$ cat config.mk
export PLATFORM = sky130hd
export DESIGN_NAME = dual_motor_rumble_envelope_mixer_flat
export DESIGN_NICKNAME = d
export VERILOG_FILES = /design/src/hw/rtl/dmrem_pkg.sv /design/src/hw/rtl/dmrem_ifs.sv /design/src/hw/rtl/dual_motor_rumble_envelope_mixer.sv /design/src/hw/rtl/dmrem_mul.sv /design/src/hw/rtl/dmrem_div.sv /design/src/hw/rtl/dmrem_regs.sv /design/src/flat_wrapper.sv
export SDC_FILE = /design/constraint.sdc
export NUM_CORES = 2
export LEC_CHECK = 0
export BUFFER_PORTS_ARGS = -buffer_cell sky130_fd_sc_hd__buf_2
export CORE_MARGIN = 2
export CORE_UTILIZATION = 50
export DETAILED_ROUTE_END_ITERATION = 16
export GPL_TIMING_DRIVEN = 0
export HOLD_SLACK_MARGIN = 0.05
export PLACE_DENSITY = 0.66
export SETUP_SLACK_MARGIN = 0.05
export SKIP_LAST_GASP = 1
export SYNTH_ARGS = -nofsm -noshare
export SYNTH_HDL_FRONTEND = slang
export SYNTH_SLANG_ARGS = --single-unit
$ cat constraint.sdc
create_clock -name clk -period 18 [get_ports clk]
set_clock_uncertainty 0.1 [all_clocks]
set_input_delay 1.8 -clock clk [delete_from_list [all_inputs] [get_ports clk]]
set_output_delay 1.8 -clock clk [all_outputs]
set_load 0.02 [all_outputs]
$ cat src/hw/rtl/dmrem_pkg.sv
package dmrem_pkg;

	// Field widths
	localparam int unsigned LVL_W  = 18;
	localparam int unsigned MS_W   = 16;
	localparam int unsigned DT_W   = 10;
	localparam int unsigned DRV_W  = 16;
	localparam int unsigned ADDR_W = 5;
	localparam int unsigned DATA_W = 32;

	// Divider sizes
	localparam int unsigned DIV_DVD_W = 32;
	localparam int unsigned DIV_DVS_W = 16;

	// Operation codes
	localparam logic [2:0] OP_FRAME   = 3'd0;
	localparam logic [2:0] OP_CHARGE  = 3'd1;
	localparam logic [2:0] OP_FIRE    = 3'd2;
	localparam logic [2:0] OP_VAN_SET = 3'd3;
	localparam logic [2:0] OP_VAN_MAX = 3'd4;

	// Register indexes
	localparam logic [2:0] REG_SCALE     = 3'd0;
	localparam logic [2:0] REG_RATE_L    = 3'd1;
	localparam logic [2:0] REG_RATE_H    = 3'd2;
	localparam logic [2:0] REG_CAP_L     = 3'd3;
	localparam logic [2:0] REG_CAP_H     = 3'd4;
	localparam logic [2:0] REG_WAIT_L    = 3'd5;
	localparam logic [2:0] REG_WAIT_H    = 3'd6;
	localparam logic [2:0] REG_HOLD      = 3'd7;

	// Fixed-point constants
	localparam logic [17:0] LVL_MAX  = 18'h3FFFF;
	localparam logic [17:0] LVL_FULL = 18'd65536;
	localparam logic [17:0] HIT_RMAX = 18'd131072;
	localparam logic [17:0] SCALE_RST = 18'd65536;
	// Reciprocals: /10 as *Q10>>26, /1000 as *Q1000>>38, /3 as *Q3>>17
	localparam logic [31:0] Q10   = 32'd6710887;
	localparam logic [31:0] Q1000 = 32'd274877907;
	localparam logic [31:0] Q3    = 32'd43691;
	localparam logic [9:0]  DT_MAX      = 10'd500;
	localparam logic [9:0]  VAN_IDLE0   = 10'd100;
	localparam logic [9:0]  VAN_IDLE_Z  = 10'd434;
	localparam logic [9:0]  VAN_IDLE_MX = 10'd1023;
	localparam logic [16:0] PT_MAX      = 17'h1FFFF;
	localparam logic [10:0] HIT_T_MAX   = 11'h7FF;
	localparam logic [15:0] DEF_LEN     = 16'd100;
	localparam logic [10:0] HIT_MIN_L   = 11'd80;
	localparam logic [10:0] HIT_MIN_H   = 11'd60;

	typedef struct packed {
		logic [17:0] scale;
		logic [15:0] rate_l;
		logic [15:0] rate_h;
		logic [17:0] cap_l;
		logic [17:0] cap_h;
		logic [15:0] wait_l;
		logic [15:0] wait_h;
		logic [15:0] hold;
	} cfg_t;

	typedef struct packed {
		logic                 start;
		logic [DIV_DVD_W-1:0] dividend;
		logic [DIV_DVS_W-1:0] divisor;
	} div_req_t;

	typedef struct packed {
		logic                 done;
		logic [DIV_DVD_W-1:0] quotient;
	} div_rsp_t;

endpackage

$ cat src/hw/rtl/dmrem_ifs.sv
// Input item channel.
interface dmrem_in_if;
	logic        valid;
	logic        ready;
	logic [2:0]  operation;
	logic [17:0] strength_light;
	logic [17:0] strength_heavy;
	logic [15:0] length_light;
	logic [15:0] length_heavy;
	logic [15:0] delay_light;
	logic [15:0] delay_heavy;
	logic [15:0] decay_light;
	logic [15:0] decay_heavy;
	logic [9:0]  elapsed_ms;
	logic [15:0] cur_health;
	logic [15:0] max_health;
	modport source(output valid, operation, strength_light, strength_heavy, length_light,
		length_heavy, delay_light, delay_heavy, decay_light, decay_heavy, elapsed_ms,
		cur_health, max_health, input ready);
	modport sink(input valid, operation, strength_light, strength_heavy, length_light,
		length_heavy, delay_light, delay_heavy, decay_light, decay_heavy, elapsed_ms,
		cur_health, max_health, output ready);
endinterface

// Result channel.
interface dmrem_out_if;
	logic        valid;
	logic        ready;
	logic [15:0] left_speed;
	logic [15:0] right_speed;
	modport source(output valid, left_speed, right_speed, input ready);
	modport sink(input valid, left_speed, right_speed, output ready);
endinterface

$ cat src/hw/rtl/dual_motor_rumble_envelope_mixer.sv
// Two-motor rumble envelope mixer. One item is taken at a time: ready is high only while
// the sequencer is idle. A frame that starts a damage pulse also passes through the 32-step
// divider for the damage ratio. Most products and every constant division pass through one
// shared 32x32 multiplier, one product per cycle. A finished result waits in the output
// register; the next item is taken while it waits. Frame and charge items with a step of
// zero or above 500 ms, fire items with both strengths zero and unknown operation codes
// give no result.
module dual_motor_rumble_envelope_mixer import dmrem_pkg::*; (
	input  logic              clk,
	input  logic              arst_n,
	dmrem_in_if.sink          item,
	dmrem_out_if.source       result,
	input  logic              psel,
	input  logic              penable,
	input  logic              pwrite,
	input  logic [ADDR_W-1:0] paddr,
	input  logic [DATA_W-1:0] pwdata,
	output logic [DATA_W-1:0] prdata,
	output logic              pready
);

	typedef enum logic [27:0] {
		S_IDLE  = 28'h0000001,
		S_DEC   = 28'h0000002,
		S_TIME  = 28'h0000004,
		S_CHG0  = 28'h0000008,
		S_CHG1  = 28'h0000010,
		S_CHG2  = 28'h0000020,
		S_HOLD  = 28'h0000040,
		S_HLTH  = 28'h0000080,
		S_DIV   = 28'h0000100,
		S_HIT0  = 28'h0000200,
		S_HIT1  = 28'h0000400,
		S_HIT2  = 28'h0000800,
		S_HIT3  = 28'h0001000,
		S_HIT4  = 28'h0002000,
		S_FIRE0 = 28'h0004000,
		S_FIRE1 = 28'h0008000,
		S_VAN   = 28'h0010000,
		S_EV0   = 28'h0020000,
		S_EV1   = 28'h0040000,
		S_EV2   = 28'h0080000,
		S_EV3   = 28'h0100000,
		S_EV4   = 28'h0200000,
		S_EV5   = 28'h0400000,
		S_EV6   = 28'h0800000,
		S_EV7   = 28'h1000000,
		S_EV8   = 28'h2000000,
		S_EV9   = 28'h4000000,
		S_EMIT  = 28'h8000000
	} state_t;

	cfg_t     cfg;
	div_req_t div_req;
	div_rsp_t div_rsp;
	state_t   state_q;

	// Latched item
	logic [2:0]  op_q;
	logic [17:0] sl_q, sh_q;
	logic [15:0] len_l_q, len_h_q, dly_l_q, dly_h_q, dec_l_q, dec_h_q;
	logic [9:0]  dt_q;
	logic [15:0] cur_q, mx_q;

	// Envelope state
	logic [16:0]        pulse_time_q;
	logic               pulse_on_q;
	logic [1:0][17:0]   peak_q;
	logic [1:0][15:0]   plen_q, pdly_q, pdec_q;
	logic [1:0][17:0]   chg_lvl_q;
	logic [1:0][15:0]   chg_wait_q;
	logic [1:0]         chg_rev_q;
	logic signed [17:0] hold_q;
	logic               charging_q;
	logic [1:0][17:0]   van_q;
	logic [9:0]         van_idle_q;
	logic [1:0][17:0]   hit_lvl_q;
	logic [1:0][10:0]   hit_len_q;
	logic [10:0]        hit_time_q;
	logic               hit_on_q;
	logic [15:0]        last_hp_q;
	logic               last_hp_vld_q;
	logic [1:0][15:0]   last_drv_q;

	// Working registers
	logic [17:0] r_q, pl_q, ph_q, ch_q, vl_q, lvl_r_q;
	logic [10:0] ll_q, lh_q;
	logic [15:0] drv_l_q, drv_r_q;
	logic        emit_q;
	logic        out_vld_q;
	logic [15:0] out_l_q, out_r_q;

	// Shared multiplier
	logic [31:0] mul_a, mul_b;
	logic [63:0] mul_p;

	dmrem_regs u_regs (
		.clk(clk), .arst_n(arst_n), .psel(psel), .penable(penable), .pwrite(pwrite),
		.paddr(paddr), .pwdata(pwdata), .prdata(prdata), .pready(pready), .cfg(cfg)
	);

	dmrem_mul u_mul (.clk(clk), .a(mul_a), .b(mul_b), .p_q(mul_p));

	dmrem_div u_div (.clk(clk), .arst_n(arst_n), .req(div_req), .rsp(div_rsp));

	function automatic logic [17:0] sat18(input logic [47:0] v);
		return (v > 48'(LVL_MAX)) ? LVL_MAX : v[17:0];
	endfunction

	function automatic logic [17:0] charge_next(input logic [17:0] lvl,
		input logic [25:0] step, input logic rev, input logic [17:0] cap);
		logic [26:0] lv;
		if (!rev) lv = 27'(lvl) + 27'(step);
		else lv = (27'(lvl) > 27'(step)) ? 27'(lvl) - 27'(step) : '0;
		if (cap != '0 && lv > 27'(cap)) lv = 27'(cap);
		return sat18(48'(lv));
	endfunction

	function automatic logic [15:0] wait_next(input logic [15:0] w, input logic [9:0] dt);
		return (w > 16'(dt)) ? w - 16'(dt) : '0;
	endfunction

	function automatic logic [15:0] drive_of(input logic [19:0] m);
		if (m >= 20'(LVL_FULL)) return 16'hFFFF;
		else if (m == '0) return '0;
		else return m[15:0] - 16'd1;
	endfunction

	function automatic logic [17:0] pulse_of(input logic [63:0] fall, input logic [17:0] peak,
		input logic en);
		if (!en || fall >= 64'(peak)) return '0;
		else return peak - fall[17:0];
	endfunction

	function automatic logic [17:0] max3(input logic [17:0] a, input logic [17:0] b,
		input logic [17:0] c);
		logic [17:0] t;
		t = (a > b) ? a : b;
		return (t > c) ? t : c;
	endfunction

	// Item decode and derived values.
	logic        bad_item;
	logic [16:0] pend0, pend1, poff0, poff1;
	logic        win0, win1;
	logic [11:0] tri_idle, f_raw;
	logic [9:0]  f_mul;
	logic        fade, van_zero;
	logic [15:0] drop;
	logic [21:0] drop50;
	logic        hit_cond;
	logic        at_max;
	logic [18:0] fsum0, fsum1;
	logic [21:0] fy;
	logic [20:0] c7;
	logic [19:0] r7;
	logic [17:0] vh_new, cl, wl_s, wh_s, lvl_l, dl, dh;
	logic [18:0] wl_sum, wh_sum;
	logic [15:0] mr_drv;
	logic signed [17:0] hold_base, hold_new;

	always_comb begin
		bad_item = 1'b0;
		case (op_q)
			OP_FRAME, OP_CHARGE: bad_item = (dt_q == '0) || (dt_q > DT_MAX);
			OP_FIRE:             bad_item = (sl_q == '0) && (sh_q == '0);
			OP_VAN_SET, OP_VAN_MAX: bad_item = 1'b0;
			default:             bad_item = 1'b1;
		endcase

		pend0 = {1'b0, pdly_q[0]} + {1'b0, plen_q[0]};
		pend1 = {1'b0, pdly_q[1]} + {1'b0, plen_q[1]};
		poff0 = pulse_time_q - {1'b0, pdly_q[0]};
		poff1 = pulse_time_q - {1'b0, pdly_q[1]};
		win0  = pulse_on_q && pulse_time_q >= {1'b0, pdly_q[0]} && pulse_time_q < pend0;
		win1  = pulse_on_q && pulse_time_q >= {1'b0, pdly_q[1]} && pulse_time_q < pend1;

		tri_idle = {1'b0, van_idle_q, 1'b0} + {2'b00, van_idle_q};
		f_raw    = 12'd1300 - tri_idle;
		fade     = van_idle_q > VAN_IDLE0;
		van_zero = van_idle_q >= VAN_IDLE_Z;
		f_mul    = fade ? f_raw[9:0] : 10'd1000;

		drop     = last_hp_q - cur_q;
		drop50   = {drop, 5'b0} + {1'b0, drop, 4'b0} + {5'b0, drop, 1'b0};
		hit_cond = last_hp_vld_q && mx_q != '0 && last_hp_q != '0 && cur_q < last_hp_q
			&& drop50 > 22'(cur_q);

		at_max = (cfg.cap_l == '0 || chg_lvl_q[0] >= cfg.cap_l)
			&& (cfg.cap_h == '0 || chg_lvl_q[1] >= cfg.cap_h);
		hold_base = (hold_q < 0) ? $signed({2'b00, cfg.hold}) : hold_q;
		hold_new  = hold_base - $signed({8'b0, dt_q});

		fsum0 = {1'b0, sl_q} + {1'b0, chg_lvl_q[0]};
		fsum1 = {1'b0, sh_q} + {1'b0, chg_lvl_q[1]};
		fy    = {fsum1, 3'b0} - {3'b0, fsum1};
		c7    = {chg_lvl_q[1], 3'b0} - {3'b0, chg_lvl_q[1]};
		r7    = {r_q[16:0], 3'b0} - {2'b0, r_q};

		// Level mix, valid in S_EV7 and S_EV9.
		vh_new = van_zero ? '0 : 18'(mul_p[63:38]);
		cl     = charging_q ? chg_lvl_q[0] : '0;
		wl_sum = {1'b0, pl_q} + {1'b0, cl};
		wh_sum = {1'b0, ph_q} + {1'b0, ch_q};
		wl_s   = (wl_sum > 19'(LVL_FULL)) ? LVL_FULL : wl_sum[17:0];
		wh_s   = (wh_sum > 19'(LVL_FULL)) ? LVL_FULL : wh_sum[17:0];
		dl     = (hit_on_q && hit_time_q < hit_len_q[0]) ? hit_lvl_q[0] : '0;
		dh     = (hit_on_q && hit_time_q < hit_len_q[1]) ? hit_lvl_q[1] : '0;
		lvl_l  = max3(vh_new, wh_s, dh);
		mr_drv = drive_of(mul_p[35:16]);
	end

	// Operand select for the shared multiplier.
	always_comb begin
		mul_a = '0;
		mul_b = '0;
		case (state_q)
			S_CHG0:  begin mul_a = 32'(cfg.rate_l); mul_b = 32'(dt_q); end
			S_CHG1:  begin mul_a = 32'(cfg.rate_h); mul_b = 32'(dt_q); end
			S_HIT0:  begin mul_a = 32'(r_q); mul_b = 32'd1000; end
			S_HIT1:  begin mul_a = 32'(r_q); mul_b = 32'd5000; end
			S_HIT2:  begin mul_a = mul_p[48:17]; mul_b = Q3; end
			S_HIT3:  begin mul_a = 32'(r7); mul_b = Q10; end
			S_FIRE0: begin mul_a = 32'(fy); mul_b = Q10; end
			S_EV0:   begin mul_a = 32'(pdec_q[0]); mul_b = 32'(poff0); end
			S_EV1:   begin mul_a = 32'(pdec_q[1]); mul_b = 32'(poff1); end
			S_EV2:   begin mul_a = 32'(c7); mul_b = Q10; end
			S_EV3:   begin mul_a = 32'(van_q[0]); mul_b = 32'(f_mul); end
			S_EV4:   begin mul_a = mul_p[31:0]; mul_b = Q1000; end
			S_EV5:   begin mul_a = 32'(van_q[1]); mul_b = 32'(f_mul); end
			S_EV6:   begin mul_a = mul_p[31:0]; mul_b = Q1000; end
			S_EV7:   begin mul_a = 32'(lvl_l); mul_b = 32'(cfg.scale); end
			S_EV8:   begin mul_a = 32'(lvl_r_q); mul_b = 32'(cfg.scale); end
			default: begin mul_a = '0; mul_b = '0; end
		endcase
	end

	assign div_req.start    = (state_q == S_HLTH) && hit_cond;
	assign div_req.dividend = {drop, 16'b0};
	assign div_req.divisor  = mx_q;

	assign item.ready         = (state_q == S_IDLE);
	assign result.valid       = out_vld_q;
	assign result.left_speed  = out_l_q;
	assign result.right_speed = out_r_q;

	// Item capture on transfer.
	always_ff @(posedge clk) begin
		if (item.valid && item.ready) begin
			op_q    <= item.operation;
			sl_q    <= item.strength_light;
			sh_q    <= item.strength_heavy;
			len_l_q <= item.length_light;
			len_h_q <= item.length_heavy;
			dly_l_q <= item.delay_light;
			dly_h_q <= item.delay_heavy;
			dec_l_q <= item.decay_light;
			dec_h_q <= item.decay_heavy;
			dt_q    <= item.elapsed_ms;
			cur_q   <= item.cur_health;
			mx_q    <= item.max_health;
		end
	end

	// Sequencer and envelope state.
	always_ff @(posedge clk or negedge arst_n) begin
		if (!arst_n) begin
			state_q       <= S_IDLE;
			pulse_time_q  <= '0;
			pulse_on_q    <= 1'b0;
			peak_q        <= '0;
			plen_q        <= '0;
			pdly_q        <= '0;
			pdec_q        <= '0;
			chg_lvl_q     <= '0;
			chg_wait_q    <= '0;
			chg_rev_q     <= '0;
			hold_q        <= -18'sd1;
			charging_q    <= 1'b0;
			van_q         <= '0;
			van_idle_q    <= '0;
			hit_lvl_q     <= '0;
			hit_len_q     <= '0;
			hit_time_q    <= '0;
			hit_on_q      <= 1'b0;
			last_hp_q     <= '0;
			last_hp_vld_q <= 1'b0;
			last_drv_q    <= '0;
			r_q           <= '0;
			pl_q          <= '0;
			ph_q          <= '0;
			ch_q          <= '0;
			vl_q          <= '0;
			lvl_r_q       <= '0;
			ll_q          <= '0;
			lh_q          <= '0;
			drv_l_q       <= '0;
			drv_r_q       <= '0;
			emit_q        <= 1'b0;
			out_vld_q     <= 1'b0;
			out_l_q       <= '0;
			out_r_q       <= '0;
		end else begin
			if (out_vld_q && result.ready) out_vld_q <= 1'b0;

			case (state_q)
				S_IDLE: begin
					if (item.valid) state_q <= S_DEC;
				end

				S_DEC: begin
					if (bad_item) state_q <= S_IDLE;
					else if (op_q == OP_FRAME || op_q == OP_CHARGE) state_q <= S_TIME;
					else if (op_q == OP_FIRE) state_q <= S_FIRE0;
					else state_q <= S_VAN;
				end

				// Advance the time base and enter or leave a charge cycle.
				S_TIME: begin
					pulse_time_q <= (18'(pulse_time_q) + 18'(dt_q) > 18'(PT_MAX)) ? PT_MAX
						: pulse_time_q + 17'(dt_q);
					van_idle_q <= (11'(van_idle_q) + 11'(dt_q) > 11'(VAN_IDLE_MX))
						? VAN_IDLE_MX : van_idle_q + dt_q;
					hit_time_q <= (12'(hit_time_q) + 12'(dt_q) > 12'(HIT_T_MAX)) ? HIT_T_MAX
						: hit_time_q + 11'(dt_q);
					if (op_q == OP_CHARGE) begin
						if (!charging_q) begin
							chg_wait_q[0] <= cfg.wait_l;
							chg_wait_q[1] <= cfg.wait_h;
							chg_rev_q     <= '0;
							hold_q        <= -18'sd1;
						end
						charging_q <= 1'b1;
						state_q    <= S_CHG0;
					end else begin
						if (charging_q) begin
							charging_q <= 1'b0;
							chg_wait_q <= '0;
							chg_rev_q  <= '0;
							hold_q     <= -18'sd1;
						end
						state_q <= S_HLTH;
					end
				end

				S_CHG0: state_q <= S_CHG1;

				// Light motor charge step.
				S_CHG1: begin
					if (chg_wait_q[0] != '0) chg_wait_q[0] <= wait_next(chg_wait_q[0], dt_q);
					else if (cfg.rate_l != '0) chg_lvl_q[0] <= charge_next(chg_lvl_q[0],
						mul_p[25:0], chg_rev_q[0], cfg.cap_l);
					state_q <= S_CHG2;
				end

				// Heavy motor charge step.
				S_CHG2: begin
					if (chg_wait_q[1] != '0) chg_wait_q[1] <= wait_next(chg_wait_q[1], dt_q);
					else if (cfg.rate_h != '0) chg_lvl_q[1] <= charge_next(chg_lvl_q[1],
						mul_p[25:0], chg_rev_q[1], cfg.cap_h);
					state_q <= S_HOLD;
				end

				// Hold at the caps, then reverse.
				S_HOLD: begin
					if (at_max && cfg.hold != '0) begin
						hold_q <= hold_new;
						if (hold_new <= 0) chg_rev_q <= 2'b11;
					end
					state_q <= S_HLTH;
				end

				// Health sample; a large drop starts the ratio division.
				S_HLTH: begin
					last_hp_q     <= cur_q;
					last_hp_vld_q <= 1'b1;
					state_q       <= hit_cond ? S_DIV : S_EV0;
				end

				S_DIV: begin
					if (div_rsp.done) begin
						r_q <= (div_rsp.quotient > 32'(HIT_RMAX)) ? HIT_RMAX
							: div_rsp.quotient[17:0];
						state_q <= S_HIT0;
					end
				end

				S_HIT0: state_q <= S_HIT1;

				S_HIT1: begin
					ll_q    <= mul_p[26:16];
					state_q <= S_HIT2;
				end

				S_HIT2: state_q <= S_HIT3;

				S_HIT3: begin
					lh_q    <= mul_p[27:17];
					state_q <= S_HIT4;
				end

				// Damage pulse levels and lengths.
				S_HIT4: begin
					hit_lvl_q[0] <= sat18({29'b0, r_q, 1'b0});
					hit_lvl_q[1] <= sat18(mul_p[63:16] >> 10);
					hit_len_q[0] <= (ll_q < HIT_MIN_L) ? HIT_MIN_L : ll_q;
					hit_len_q[1] <= (lh_q < HIT_MIN_H) ? HIT_MIN_H : lh_q;
					hit_time_q   <= '0;
					hit_on_q     <= 1'b1;
					state_q      <= S_EV0;
				end

				S_FIRE0: begin
					peak_q[0] <= sat18(48'(fsum0));
					state_q   <= S_FIRE1;
				end

				// Arm the fire pulse.
				S_FIRE1: begin
					peak_q[1]    <= sat18(mul_p[63:16] >> 10);
					plen_q[0]    <= (len_l_q == '0) ? DEF_LEN : len_l_q;
					plen_q[1]    <= (len_h_q == '0) ? DEF_LEN : len_h_q;
					pdly_q[0]    <= dly_l_q;
					pdly_q[1]    <= dly_h_q;
					pdec_q[0]    <= dec_l_q;
					pdec_q[1]    <= dec_h_q;
					pulse_time_q <= '0;
					pulse_on_q   <= 1'b1;
					state_q      <= S_EV0;
				end

				// Vanilla set or max-merge.
				S_VAN: begin
					if (op_q == OP_VAN_SET) begin
						van_q[0] <= sl_q;
						van_q[1] <= sh_q;
					end else begin
						van_q[0] <= (sl_q > van_q[0]) ? sl_q : van_q[0];
						van_q[1] <= (sh_q > van_q[1]) ? sh_q : van_q[1];
					end
					van_idle_q <= '0;
					state_q    <= S_EV0;
				end

				S_EV0: state_q <= S_EV1;

				S_EV1: begin
					pl_q    <= pulse_of(mul_p, peak_q[0], win0);
					state_q <= S_EV2;
				end

				S_EV2: begin
					ph_q    <= pulse_of(mul_p, peak_q[1], win1);
					state_q <= S_EV3;
				end

				S_EV3: begin
					ch_q    <= charging_q ? sat18(mul_p[63:16] >> 10) : '0;
					state_q <= S_EV4;
				end

				S_EV4: state_q <= S_EV5;

				S_EV5: begin
					vl_q    <= van_zero ? '0 : 18'(mul_p[63:38]);
					state_q <= S_EV6;
				end

				S_EV6: state_q <= S_EV7;

				// Max-wins mix per motor.
				S_EV7: begin
					lvl_r_q <= max3(vl_q, wl_s, dl);
					state_q <= S_EV8;
				end

				S_EV8: begin
					drv_l_q <= drive_of(mul_p[35:16]);
					state_q <= S_EV9;
				end

				// Right drive, source retirement and the emit decision.
				S_EV9: begin
					drv_r_q <= mr_drv;
					emit_q  <= !(drv_l_q == '0 && mr_drv == '0 && last_drv_q[0] == '0
						&& last_drv_q[1] == '0);
					if (pulse_on_q && pulse_time_q >= pend0 && pulse_time_q >= pend1)
						pulse_on_q <= 1'b0;
					if (hit_on_q && hit_time_q >= hit_len_q[0] && hit_time_q >= hit_len_q[1])
						hit_on_q <= 1'b0;
					if (van_zero) van_q <= '0;
					state_q <= S_EMIT;
				end

				// Hand the result to the output register once it is free; a repeated all-zero result is dropped.
				S_EMIT: begin
					if (!emit_q) begin
						state_q <= S_IDLE;
					end else if (!out_vld_q || result.ready) begin
						out_vld_q     <= 1'b1;
						out_l_q       <= drv_l_q;
						out_r_q       <= drv_r_q;
						last_drv_q[0] <= drv_l_q;
						last_drv_q[1] <= drv_r_q;
						state_q       <= S_IDLE;
					end
				end

				default: state_q <= S_IDLE;
			endcase
		end
	end

endmodule

$ cat src/hw/rtl/dmrem_mul.sv
// Shared multiplier with a registered product.
module dmrem_mul (
	input  logic        clk,
	input  logic [31:0] a,
	input  logic [31:0] b,
	output logic [63:0] p_q
);

	always_ff @(posedge clk) begin
		p_q <= 64'(a) * 64'(b);
	end

endmodule

$ cat src/hw/rtl/dmrem_div.sv
// Restoring divider, one quotient bit per cycle.
module dmrem_div import dmrem_pkg::*; (
	input  logic     clk,
	input  logic     arst_n,
	input  div_req_t req,
	output div_rsp_t rsp
);

	localparam int unsigned CNT_W = $clog2(DIV_DVD_W + 1);

	logic                 busy_q;
	logic                 done_q;
	logic [CNT_W-1:0]     cnt_q;
	logic [DIV_DVS_W-1:0] rem_q;
	logic [DIV_DVD_W-1:0] quo_q;
	logic [DIV_DVS_W-1:0] dvs_q;
	logic [DIV_DVS_W:0]   shifted;
	logic [DIV_DVS_W:0]   diff;
	logic                 fits;

	// One trial subtraction.
	always_comb begin
		shifted = {rem_q, quo_q[DIV_DVD_W-1]};
		diff    = shifted - {1'b0, dvs_q};
		fits    = shifted >= {1'b0, dvs_q};
	end

	// Control.
	always_ff @(posedge clk or negedge arst_n) begin
		if (!arst_n) begin
			busy_q <= 1'b0;
			done_q <= 1'b0;
			cnt_q  <= '0;
		end else begin
			done_q <= 1'b0;
			if (req.start) begin
				busy_q <= 1'b1;
				cnt_q  <= CNT_W'(DIV_DVD_W);
			end else if (busy_q) begin
				cnt_q <= cnt_q - CNT_W'(1);
				if (cnt_q == CNT_W'(1)) begin
					busy_q <= 1'b0;
					done_q <= 1'b1;
				end
			end
		end
	end

	// Datapath.
	always_ff @(posedge clk) begin
		if (req.start) begin
			rem_q <= '0;
			quo_q <= req.dividend;
			dvs_q <= req.divisor;
		end else if (busy_q) begin
			rem_q <= fits ? diff[DIV_DVS_W-1:0] : shifted[DIV_DVS_W-1:0];
			quo_q <= {quo_q[DIV_DVD_W-2:0], fits};
		end
	end

	assign rsp.done     = done_q;
	assign rsp.quotient = quo_q;

endmodule

$ cat src/hw/rtl/dmrem_regs.sv
// Configuration registers behind the APB-style port.
module dmrem_regs import dmrem_pkg::*; (
	input  logic              clk,
	input  logic              arst_n,
	input  logic              psel,
	input  logic              penable,
	input  logic              pwrite,
	input  logic [ADDR_W-1:0] paddr,
	input  logic [DATA_W-1:0] pwdata,
	output logic [DATA_W-1:0] prdata,
	output logic              pready,
	output cfg_t              cfg
);

	cfg_t       cfg_q;
	logic [2:0] idx;
	logic       wr;

	assign idx    = paddr[ADDR_W-1:2];
	assign wr     = psel && penable && pwrite;
	assign pready = 1'b1;
	assign cfg    = cfg_q;

	// Register writes.
	always_ff @(posedge clk or negedge arst_n) begin
		if (!arst_n) begin
			cfg_q       <= '0;
			cfg_q.scale <= SCALE_RST;
		end else if (wr) begin
			case (idx)
				REG_SCALE:  cfg_q.scale  <= pwdata[17:0];
				REG_RATE_L: cfg_q.rate_l <= pwdata[15:0];
				REG_RATE_H: cfg_q.rate_h <= pwdata[15:0];
				REG_CAP_L:  cfg_q.cap_l  <= pwdata[17:0];
				REG_CAP_H:  cfg_q.cap_h  <= pwdata[17:0];
				REG_WAIT_L: cfg_q.wait_l <= pwdata[15:0];
				REG_WAIT_H: cfg_q.wait_h <= pwdata[15:0];
				REG_HOLD:   cfg_q.hold   <= pwdata[15:0];
				default: ;
			endcase
		end
	end

	// Read back.
	always_comb begin
		case (idx)
			REG_SCALE:  prdata = DATA_W'(cfg_q.scale);
			REG_RATE_L: prdata = DATA_W'(cfg_q.rate_l);
			REG_RATE_H: prdata = DATA_W'(cfg_q.rate_h);
			REG_CAP_L:  prdata = DATA_W'(cfg_q.cap_l);
			REG_CAP_H:  prdata = DATA_W'(cfg_q.cap_h);
			REG_WAIT_L: prdata = DATA_W'(cfg_q.wait_l);
			REG_WAIT_H: prdata = DATA_W'(cfg_q.wait_h);
			REG_HOLD:   prdata = DATA_W'(cfg_q.hold);
			default:    prdata = '0;
		endcase
	end

endmodule

$ cat src/flat_wrapper.sv
// flat-port wrapper written by rule: the top's interface ports become plain ports
module dual_motor_rumble_envelope_mixer_flat import dmrem_pkg::*;
  (clk, arst_n, psel, penable, pwrite, paddr, pwdata, prdata, pready, item_valid, item_operation, item_strength_light, item_strength_heavy, item_length_light, item_length_heavy, item_delay_light, item_delay_heavy, item_decay_light, item_decay_heavy, item_elapsed_ms, item_cur_health, item_max_health, item_ready, result_valid, result_left_speed, result_right_speed, result_ready);
  dmrem_in_if item_i ();
  dmrem_out_if result_i ();
  input  logic clk;
  input  logic arst_n;
  input  logic psel;
  input  logic penable;
  input  logic pwrite;
  input  logic [ADDR_W-1:0] paddr;
  input  logic [DATA_W-1:0] pwdata;
  output logic [DATA_W-1:0] prdata;
  output logic pready;
  input wire logic [$bits(item_i.valid)-1:0] item_valid;
  input wire logic [$bits(item_i.operation)-1:0] item_operation;
  input wire logic [$bits(item_i.strength_light)-1:0] item_strength_light;
  input wire logic [$bits(item_i.strength_heavy)-1:0] item_strength_heavy;
  input wire logic [$bits(item_i.length_light)-1:0] item_length_light;
  input wire logic [$bits(item_i.length_heavy)-1:0] item_length_heavy;
  input wire logic [$bits(item_i.delay_light)-1:0] item_delay_light;
  input wire logic [$bits(item_i.delay_heavy)-1:0] item_delay_heavy;
  input wire logic [$bits(item_i.decay_light)-1:0] item_decay_light;
  input wire logic [$bits(item_i.decay_heavy)-1:0] item_decay_heavy;
  input wire logic [$bits(item_i.elapsed_ms)-1:0] item_elapsed_ms;
  input wire logic [$bits(item_i.cur_health)-1:0] item_cur_health;
  input wire logic [$bits(item_i.max_health)-1:0] item_max_health;
  output wire logic [$bits(item_i.ready)-1:0] item_ready;
  output wire logic [$bits(result_i.valid)-1:0] result_valid;
  output wire logic [$bits(result_i.left_speed)-1:0] result_left_speed;
  output wire logic [$bits(result_i.right_speed)-1:0] result_right_speed;
  input wire logic [$bits(result_i.ready)-1:0] result_ready;
  assign item_i.valid = item_valid;
  assign item_i.operation = item_operation;
  assign item_i.strength_light = item_strength_light;
  assign item_i.strength_heavy = item_strength_heavy;
  assign item_i.length_light = item_length_light;
  assign item_i.length_heavy = item_length_heavy;
  assign item_i.delay_light = item_delay_light;
  assign item_i.delay_heavy = item_delay_heavy;
  assign item_i.decay_light = item_decay_light;
  assign item_i.decay_heavy = item_decay_heavy;
  assign item_i.elapsed_ms = item_elapsed_ms;
  assign item_i.cur_health = item_cur_health;
  assign item_i.max_health = item_max_health;
  assign item_ready = item_i.ready;
  assign result_valid = result_i.valid;
  assign result_left_speed = result_i.left_speed;
  assign result_right_speed = result_i.right_speed;
  assign result_i.ready = result_ready;
  dual_motor_rumble_envelope_mixer u_core (.clk(clk), .arst_n(arst_n), .item(item_i), .result(result_i), .psel(psel), .penable(penable), .pwrite(pwrite), .paddr(paddr), .pwdata(pwdata), .prdata(prdata), .pready(pready));
endmodule
**After elaboration in Yosys (flattened, before gate mapping)**

Index checks and enable logic that the tools add are counted.

- Logic and storage cells: 421
- Input bits: 221
- Bits in registers: 1043

- Bitwise gates (word level): 2
- Reductions and logical operators: 101
- Multiply operators: 1
- Equal/unequal tests: 54
- $add $sub $neg: 34
- Multiplexer cells: 110
- $lt $le $gt $ge: 48

Operators by type and width:

| kind | number |
|---|---|
| case mux 28 bit (26 select lines) | 1 |
| two-way mux 18 bit | 27 |
| two-way mux 27 bit | 18 |
| case mux 32 bit (14 select lines) | 1 |
| case mux 29 bit (10 select lines) | 1 |
| case mux 32 bit (8 select lines) | 1 |
| two-way mux 28 bit | 6 |
| two-way mux 32 bit | 5 |
| two-way mux 16 bit | 9 |
| greater-or-equal comparator 64 x 18 -> 1 bit | 2 |
| nonzero test 16 bit | 7 |
| greater-than comparator 18 bit | 6 |
| logical NOT 16 bit | 6 |
| adder 18 x 18 -> 19 bit | 4 |
| logical NOT 18 bit | 4 |
| two-way mux 36 bit | 2 |
| case mux 36 bit (2 select lines) | 1 |
| case mux 16 bit (2 select lines) | 2 |
| multiplier 32 x 29 -> 61 bit | 1 |
| adder 18 x 26 -> 27 bit | 2 |
| greater-than comparator 27 x 18 -> 1 bit | 2 |
| greater-than comparator 27 x 18 -> 1 bit (second input constant) | 2 |
| subtractor 18 x 26 -> 27 bit | 2 |
| greater-than comparator 18 x 26 -> 1 bit | 2 |
| 109 further kinds | 236 |

**Logic depth before layout (Yosys ltp)**

- Word-level depth: 14
- Gate-level depth with buffers: 66
- Depth with buffers taken out: 61

**By module**

A second synthesis with hierarchy kept.

- Cells, all modules: 11289
- Area, all modules: 103961.0 µm²

Modules (own cells, without submodules):

| module | area an instance (µm²) | cells each | sequential area each (µm²) | times used |
|---|---|---|---|---|
| dual_motor_rumble_envelope_mixer | 58934.0 | 6658 | 20228.2 | 1 |
| dmrem_mul | 35052.4 | 3863 | 1281.2 | 1 |
| dmrem_regs | 6254.7 | 455 | 3354.5 | 1 |
| dmrem_div | 3719.8 | 313 | 1961.9 | 1 |

**Least setup slack after synthesis**

OpenSTA, ideal clock, no wires.

- Path type: reg-to-reg
- Start: reg u_core.ch_q[0]
- End: reg u_core.u_mul.p_q[59]
- Arrival: 14.675 ns
- Stages on the path, launching flop included: 60
- Path slack: 3.153 ns
- Path through: dfrtp_1 -> ha_1 -> fa_1 -> a21o_1 -> a21o_1 -> a2111oi_0 -> o21a_1 -> a2111oi_0 -> nor4_1 -> o2111ai_1 -> o41ai_4 -> clkbuf_1 -> nand2_1 -> ha_1 -> a21o_1 -> a21o_1 -> a211oi_1 -> a21oi_1 -> [... 24 more ...] -> inv_1 -> fa_1 -> fa_1 -> inv_1 -> fa_1 -> inv_1 -> ha_1 -> a211o_1 -> a21o_1 -> or4_1 -> a211oi_1 -> o22ai_1 -> a21oi_1 -> nor2_1 -> o31ai_1 -> o21bai_1 -> a21oi_1 -> xnor2_1

- Word-level cells in the longest chain between the ends: 9

RTL lines:

| what | line | source |
|---|---|---|
| from (decl) | dual_motor_rumble_envelope_mixer.sv:86 | `logic [17:0] r_q, pl_q, ph_q, ch_q, vl_q, lvl_r_q;` |
| from (signal assigned) | dual_motor_rumble_envelope_mixer.sv:458 | `ch_q <= charging_q ? sat18(mul_p[63:16] >> 10) : '0;` |
| adder 18 x 18 -> 19 bit * | dual_motor_rumble_envelope_mixer.sv:204 | `wh_sum = {1'b0, ph_q} + {1'b0, ch_q};` |
| greater-than comparator 19 x 17 -> 1 bit | dual_motor_rumble_envelope_mixer.sv:206 | `wh_s = (wh_sum > 19'(LVL_FULL)) ? LVL_FULL : wh_sum[17:0];` |
| two-way mux 18 bit * | dual_motor_rumble_envelope_mixer.sv:206 |  |
| greater-than comparator 18 bit | dual_motor_rumble_envelope_mixer.sv:138 | `t = (a > b) ? a : b;` |
| two-way mux 18 bit * | dual_motor_rumble_envelope_mixer.sv:138 |  |
| greater-than comparator 18 bit | dual_motor_rumble_envelope_mixer.sv:139 | `return (t > c) ? t : c;` |
| two-way mux 18 bit * | dual_motor_rumble_envelope_mixer.sv:139 |  |
| case mux 32 bit (14 select lines) * | dual_motor_rumble_envelope_mixer.sv:217 | `case (state_q)` |
| multiplier 32 x 29 -> 61 bit * | dmrem_mul.sv:10 | `p_q <= 64'(a) * 64'(b);` |
| to (signal assigned) | dmrem_mul.sv:10 |  |
| to (decl) | dmrem_mul.sv:6 | `output logic [63:0] p_q` |

Every way passes the cells marked *; elsewhere a longest branch is shown, timed or not.
A chain may end at the register's enable or synchronous reset.

**Worst setup path in the final report**

- Start: reg u_core.ch_q[0]
- End: reg u_core.u_mul.p_q[23]

Same word-level chain as after synthesis.

==> impl_metrics.env <==
export IMPL_drt_total_wl_um=378200
export IMPL_dr_pass1_iters=14
export IMPL_vias=82780
export IMPL_synthToLayoutAreaGrowth_pct=10.26
export IMPL_layout_common_cells="inv_1, ha_1, nand2_1, nor2_1, dfrtp_1"
export IMPL_finalSetupViolations=0
export IMPL_tritoncts_num_buffers=119
export IMPL_place_port_buffers=255
export IMPL_io_pin_count=288
export IMPL_seq_area_frac_synth=0.2816
export IMPL_die_area_mm2=0.1925
export IMPL_critPathLaunchType="register"
export IMPL_p_clk_frac=0.269
export IMPL_root_buffer="clkbuf_16"
export IMPL_grt_pass1_wl_um=548700
export IMPL_rsz0062_at_grt="no"
export IMPL_final_nets=12830
export IMPL_cts_hold_buffers=0
export IMPL_routedWlPerCell_um=27.92
export IMPL_sw_frac_of_total=0.4079
export IMPL_max_slew_margin=-0.06154
export IMPL_grt_usage=0.3889
export IMPL_final_common_cell="inv_1"
export IMPL_avgSynthCellArea_um2=9.040
export IMPL_path_delay_family="compound AO/OA/AOI/OAI gates"
export IMPL_cp_arrival_ps=17890
export IMPL_initial_core_util=0.5031
export IMPL_utilization=0.5547
export IMPL_grt_pass1_vias=81970
export IMPL_internal_power_mw=5.671
export IMPL_crit_fanout=10
export IMPL_cp_required_ps=18470
export IMPL_fill_cells=17260
export IMPL_min_period_over_period=0.9676
export IMPL_layout_min_cycle_time_ps=17420
export IMPL_path_class="register to register"
export IMPL_fp_dieH_um=438.7
export IMPL_hp_class="register to register"
export IMPL_final_hold_violation_count=0
export IMPL_cts_buffer_depth=3
export IMPL_core_area_mm2=0.1878
export IMPL_tightest_slew_ps=1572
export IMPL_path_common_cell="fa_1"
export IMPL_status="complete, but fails checks"
export IMPL_hpwl_um=309500
export IMPL_num_rows=159
export IMPL_synth_edff_count=209
export IMPL_failed_checks="design-rule violations, max-capacitance violations, max-slew violations"
export IMPL_synthCells=10450
export IMPL_path_clk_slew_ps=70
export IMPL_power_density_mw_per_mm2=91.94
export IMPL_maxCapViolCount=4
export IMPL_synth_area_mm2=0.09449
export IMPL_grt_antenna_before_repair=34
export IMPL_ys_ff_latch=1039
export IMPL_grt_overflow=0
export IMPL_h_tree_depth=3
export IMPL_drv_slew=24
export IMPL_async_flop_share=0.7093
export IMPL_seqPwrFrac=0.333
export IMPL_grt_max_degree=107
export IMPL_gp_congestion=1.055
export IMPL_dr_first_iter_drc_count=8756
export IMPL_cts_tree="yes"
export IMPL_die_w_um=438.7
export IMPL_fmax_mhz=57.42
export IMPL_cts_num_sinks=1039
export IMPL_synth_ff_type="dfrtp_1"
export IMPL_post_route_drc_count=2
export IMPL_power_frac_comb=0.398
export IMPL_synth_cell_type_count=100
export IMPL_vdd_drop_max_v=0.0001122
export IMPL_slowest_delay_ps=920
export IMPL_ant_nets=0
export IMPL_leakage_nw=51.08
export IMPL_clk_latency_ps=830
export IMPL_slowest_stage="xnor2_1"
export IMPL_drive_gt1_frac=0.08678
export IMPL_netSwitchingPower_mw=3.907
export IMPL_end_kind="register"
export IMPL_critical_path_buf_inv_count=9
export IMPL_via_per_inst=6.111
export IMPL_yosysWarnings=0
export IMPL_fin_tns_setup_ps=0
export IMPL_timing_hold_ws_ps=340.2
area by class of cell:
cell class              count  area [um^2]  area share
multi-input cells        7653        61490      0.5902
plain buffers             407         1665     0.01599
clock buffers             154         3368     0.03233
well taps                2495         3122     0.02996
inverters                1415         5311     0.05098
repair buffers            291         1819     0.01746
clock inverters            69        739.5    0.007098
diodes                     24        60.06   0.0005765
flip-flops and latches   1039        26610      0.2554
final timing paths:
kind / startpoint / to / slack [ps] / depth (start not counted)
worst max register to register: u_core.ch_q[0] / u_core.u_mul.p_q[23] / 580 / 57
worst max-delay path: u_core.ch_q[0] / u_core.u_mul.p_q[23] / 580 / 57
worst min register to register: u_core.dly_h_q[5] / u_core.pdly_q[21] / 340 / 2
max in group asynchronous: arst_n / u_core.plen_q[25] / 14940 / 4
worst min-delay path: u_core.dly_h_q[5] / u_core.pdly_q[21] / 340 / 2
min in group asynchronous: arst_n / u_core.result.left_speed[14] / 840 / 1
through the flow:
step                      cell area [um^2]  cells  setup WS, ps  power [mW]
after floorplan                      94720  10520          3153       5.586
after global placement               99120  13270         -2271       6.797
after detailed placement             99750  13300         -2372       6.903
after CTS                           104000  13520         82.10       9.500
after global routing                104100  13530         48.70       10.07
final                               104200  13550         583.8       9.578
cells by family (layout without fill, tap and decap cells):
group | count (synthesis) | after routing | synth area share
AOI/OAI and AO/OA | 2279 | 2279 | 0.1567
xor gates and xnor gates | 336 | 336 | 0.03115
adders and majority gates | 1683 | 1683 | 0.2723
buffers and inverters | 1823 | 2336 | 0.07356
DFF | 1039 | 1039 | 0.2816
muxes | 287 | 287 | 0.03428
other | 2 | 89 | 0.00007948
and+or+nand+nor | 3003 | 3003 | 0.1503
cell usage after synthesis (all sizes together), types with 50 or more instances:
library cell	count	share of area
nand3	156	0.0083
mux2i	93	0.0099
nand2	931	0.037
dfrtp	717	0.19
and3	65	0.0043
a211oi	74	0.0059
o21ai	571	0.030
a21o	176	0.014
and2	90	0.0060
fa	622	0.13
o21a	76	0.0060
nor2	859	0.034
mux2	183	0.022
ha	1061	0.14
a22o	51	0.0047
nand4	118	0.0078
buf	79	0.0043
xor2	117	0.011
inv	1409	0.056
nor2b	96	0.0064
a31oi	92	0.0061
dfxtp	93	0.020
xnor2	219	0.020
edfxtp	209	0.066
a221o	50	0.0053
clkbuf	329	0.013
a21oi	605	0.032
nor4	116	0.0077
o21bai	70	0.0056
nor3	141	0.0075
a221oi	74	0.0069
or2	123	0.0081
nand2b	129	0.0085
or3	51	0.0034
per-layer routing:
metal / global-route usage / vias up / wire, um
met3: 0.08254 / 1041 / 32820
met4: 0.2583 / 24 / 30740
li1: - / 36920 / -
met2: 0.6047 / 3872 / 166300
met5: 0 / - / 172
met1: 0.4884 / 40920 / 148100
tightest hold or removal path, delay by kind of cell, from the launching register on:
kind               cells  cell delay [ps]
and+or+nand+nor        1               40
DFF                    1              320
AOI/OAI and AO/OA      1               60
state kept, by name, summed over array words and instances (netlist names), 22 cells and up:
name,flops
u_core.pdly_q,32
u_core.u_div.quo_q,32
u_core.u_regs.cfg,134
u_core.chg_wait_q,32
u_core.chg_lvl_q,36
u_core.pdec_q,32
u_core.u_mul.p_q,61
u_core.van_q,36
u_core.plen_q,32
u_core.hit_len_q,22
u_core.peak_q,36
u_core.hit_lvl_q,36
u_core.state_q,28
power by group through the flow:
stage          Sequential, mW  Combinational (mW)  Clock (mW)
2_1_floorplan            2.95                2.64           0
3_3_place_gp             3.24                3.56           0
3_5_place_dp             3.21                3.69           0
4_1_cts                  3.17                3.73        2.60
5_1_grt                  3.19                4.18        2.69
6_report                 3.19                3.81        2.58
timing repair:
item	in CTS	in global routing
setup endpoints to repair	35	32
buffers inserted	3	1
resized for setup	26	50
pin swaps	2	1
No activity file was read; power rests on OpenSTA's default activity.
